File: src/rtl/pcpa_pkg.sv
// Shared constants, codes and adder request/response types of the per-CPU page allocator.
package pcpa_pkg;

    // Default sizes, handed to the top-level parameters
    localparam int NUM_CPUS_DEF   = 8;
    localparam int NUM_PAGES_DEF  = 32768;
    localparam int PAGE_BYTES_DEF = 4096;

    // Fixed field widths
    localparam int ADDR_W  = 32;
    localparam int CPU_W   = 3;
    localparam int IDX_W   = 16;
    localparam int STAT_W  = 2;
    localparam int LIMIT_W = 7;
    localparam int APB_AW  = 4;
    localparam int ALU_W   = 33;

    // Empty-list marker for heads and links
    localparam logic [IDX_W-1:0] NULL_IDX = '1;

    // Register reset values
    localparam logic [ADDR_W-1:0]  REGION_START_RST = 32'h8000_0000;
    localparam logic [ADDR_W-1:0]  REGION_END_RST   = 32'h8800_0000;
    localparam logic [LIMIT_W-1:0] STEAL_RST        = 7'd64;

    // Register indexes (paddr[3:2])
    localparam logic [1:0] REG_START = 2'd0;
    localparam logic [1:0] REG_END   = 2'd1;
    localparam logic [1:0] REG_STEAL = 2'd2;

    // Commands
    localparam logic CMD_ALLOC = 1'b0;
    localparam logic CMD_FREE  = 1'b1;

    // Result status codes
    localparam logic [STAT_W-1:0] STAT_OK  = 2'd0;
    localparam logic [STAT_W-1:0] STAT_OOM = 2'd1;
    localparam logic [STAT_W-1:0] STAT_BAD = 2'd2;

    // Request to the shared adder/subtractor
    typedef struct packed {
        logic             sub;
        logic [ALU_W-1:0] op_a;
        logic [ALU_W-1:0] op_b;
    } alu_req_t;

    // Response of the shared adder/subtractor
    typedef struct packed {
        logic [ALU_W-1:0] sum;
        logic             no_borrow;
    } alu_rsp_t;

endpackage

File: src/rtl/pcpa_alu.sv
// Shared 33-bit adder/subtractor used for range checks, index and address arithmetic.
module pcpa_alu (
    input  pcpa_pkg::alu_req_t req,
    output pcpa_pkg::alu_rsp_t rsp
);

    logic [pcpa_pkg::ALU_W:0] ext;

    // Add or subtract with one extra bit for the carry/borrow
    always_comb begin
        if (req.sub) begin
            ext = {1'b0, req.op_a} - {1'b0, req.op_b};
        end else begin
            ext = {1'b0, req.op_a} + {1'b0, req.op_b};
        end
        rsp.sum       = ext[pcpa_pkg::ALU_W-1:0];
        rsp.no_borrow = !ext[pcpa_pkg::ALU_W];
    end

endmodule

File: config.mk
export PLATFORM = sky130hd
export DESIGN_NAME = pcpa_alu
export DESIGN_NICKNAME = d
export VERILOG_FILES = /design/src/rtl/pcpa_pkg.sv /design/src/rtl/pcpa_alu.sv
export SDC_FILE = /design/constraint.sdc
export NUM_CORES = 1
export LEC_CHECK = 0
export BUFFER_PORTS_ARGS = -buffer_cell sky130_fd_sc_hd__buf_2
export CORE_MARGIN = 1
export CORE_UTILIZATION = 52
export DETAILED_ROUTE_END_ITERATION = 8
export PLACE_DENSITY = 0.95
export RECOVER_POWER = 25
export SYNTH_ARGS = -nofsm -noshare
export SYNTH_HDL_FRONTEND = slang
export SYNTH_SLANG_ARGS = --single-unit
File: constraint.sdc
create_clock -name vclk -period 5.45
set_input_delay 0.8175 -clock vclk [all_inputs]
set_output_delay 0.8175 -clock vclk [all_outputs]
set_load 0.01 [all_outputs]
==> flow_summary.ini <==
[run_status]
outcome = finished with violations
violations = DRC

[layout]
drive_gt1_frac = 0.239
flops_and_latches = 0
insertedDiodeCount = 0
fin_util = 0.673
seq_area_sq_um = 0
nClkBuffers = 0
final_area_sq_mm = 0.00303
fill_cells = 390
nets = 569
instances_no_fill = 517
syn_to_final_growth_pct = 21.1

[floorplanning]
ios = 101
rows = 24
start_util = 0.556
dieArea_sq_mm = 0.00510
die_y_microns = 71.4
core_area_sq_mm = 0.00450
fp.dieW_microns = 71.4

[grt]
grt_max_degree = 34
antenna_found_initial = 0
met2_usage = 0.502
grt_use_met1 = 0.398
track_usage = 0.286
grt_pass1_vias = 2815
gr-total-overflow = 0
grtUsageMet3 = 0.0113
busiest_layer = met2
grt_first_pass_wirelength_microns = 12300

[placement]
routabilityCongestion = 0.927
place_inst = 517
place_ws_ns = 0.442
hpwl_microns = 6390
placed_cell_area_sq_mm = 0.00304
io_buffers = 101

[timing]
rsz0062_at_grt = false
post-route-min-period_ns = 5.04
slew_headroom = 0.573
holdWs_ns = 2.04
drv_slew = 0
setup_slack_ns = 0.406
worst_slew_pin_slew_ns = 0.633
setup_viol = 0
timing.final.crit_share = 0.925
hold_viol = 0
setup-tns-final_ns = 0
maxClockFrequency_ghz = 0.198

[worst_setup_path]
crit_fanout = 5
cp_data_arrival_time_ns = 4.23
crit_family = compound AO/OA/AOI/OAI gates
path_depth = 16
crit_buf_inv = 2
crit_chain = buf_2, or4_4, nor3_4, nand2b_2, and2b_1, a31oi_1, xnor2_1, ha_1, a21o_1, a21o_1, a21oi_1, o21ai_0, a2111oi_0, a21boi_0, xor2_1, buf_2
crit_type = input pin to primary output
cp-end-kind = primary output
crit_required_ns = 4.63
cpMaxStageDelayCell = or4_4
cp_slowest_stage_delay_ns = 0.55
crit_path_start_kind = input pin

[pwr]
leakagePower_nw = 1.39
p_total_mw = 0.543
vdd_drop_max_uv = 111
pwr_density_cell_mw_per_mm2 = 179

[synth]
syn_inst = 372
yosysUniqueCellTypes = 56
syn_nets = 474
avgSynthCellArea_sq_um = 6.73
netlist_area_sq_mm = 0.00250
ys_warn_count = 0
synth.yosys.seq_area_share = 0

[clock_network]
cts_hold_buf = 0
cts_setup_buffers = 0
cts_resized = 0

[min_path]
worstHoldPathType = input pin to primary output
whs_path_depth = 4

[detailed_routing]
vias_per_cell = 5.97
num_vias = 3089
firstDrtPassIters = 8
drc = 4
ant_nets = 0
post_drt_wl_per_cell_microns = 14.3
wl_microns = 7390
drt_iter0_drc = 330

[run]
max-cap-violations = 0
-- cell families (layout without fill, tap and decap cells) --
logic type               after synthesis  count (layout)  share of synthesized area
AO/OA/AOI/OAI                        121             121                      0.307
AND/OR/NAND/NOR                      127             127                      0.251
adder cells (fa/ha/maj)               35              35                      0.178
XOR/XNOR                              63              63                      0.220
multiplexers                           1               1                    0.00400
buffers and inverters                 25             118                     0.0395
-- synthesized netlist by cell type, types with 2 or more instances --
library cell,instances,share of area
or3_1,2,0.0050
a21o_1,5,0.015
o21ai_2,2,0.0070
nand3_1,4,0.0080
nor4_1,6,0.015
a21oi_2,2,0.0070
a21oi_1,52,0.10
inv_1,17,0.025
ha_1,34,0.17
o21bai_1,2,0.0060
o31ai_2,2,0.010
nand4_1,6,0.015
o311ai_0,2,0.0070
nand2b_1,5,0.012
o31ai_1,2,0.0060
and2_1,4,0.010
o21ai_0,14,0.028
xor2_1,17,0.059
o211ai_1,7,0.021
a21boi_0,2,0.0060
o21ai_1,3,0.0060
o21a_1,3,0.0090
clkbuf_1,4,0.0060
buf_2,4,0.0080
a211oi_1,3,0.0090
a31oi_1,8,0.020
xnor2_1,46,0.16
nor2_1,43,0.064
and3_1,2,0.0050
nor3_1,12,0.024
nand2_1,32,0.048
-- final cells by class --
class	instances	area, sq um	area share
multi-input combinational	347	2400	0.793
inverter	17	63.8	0.0210
tap	52	65.1	0.0215
timing repair buffer	101	498	0.164
-- per-layer routing --
layer / vias to the layer above / share of wire
met5: - / 0
li1: 1543 / -
met1: 1385 / 0.46
met3: 12 / 0.060
met2: 149 / 0.47
met4: 0 / 0.010
-- report_power, final --
group	total, mW	internal [mW]	switching, mW
combinational	0.543	0.228	0.315
clock	0	0	0
sequential	0	0	0
total	0.543	0.228	0.315
-- path summary, 6_finish.rpt --
kind,to,start,slack (ns)
worst max-delay path,rsp[31],req[12],0.41
worst min-delay path,rsp[1],req[0],2.04
-- placed cells by master (no fill, tap or decap), drive strengths merged, types with 2 or more instances in the layout --
| master | n |
|---|---|
| nor4 | 7 |
| o311ai | 2 |
| or3 | 2 |
| buf | 95 |
| a2111oi | 2 |
| ha | 34 |
| nand4 | 6 |
| xnor2 | 46 |
| o211ai | 7 |
| a21boi | 2 |
| and2 | 4 |
| nand2b | 6 |
| xor2 | 17 |
| and3 | 2 |
| inv | 17 |
| nor2 | 43 |
| a211oi | 4 |
| o31ai | 4 |
| o21bai | 2 |
| a21oi | 54 |
| nand2 | 32 |
| o21ai | 19 |
| o21a | 3 |
| nand3 | 4 |
| clkbuf | 6 |
| a31oi | 8 |
| nor2b | 2 |
| nor3 | 13 |
| a21o | 5 |
Power figures use the tool's default switching activity.
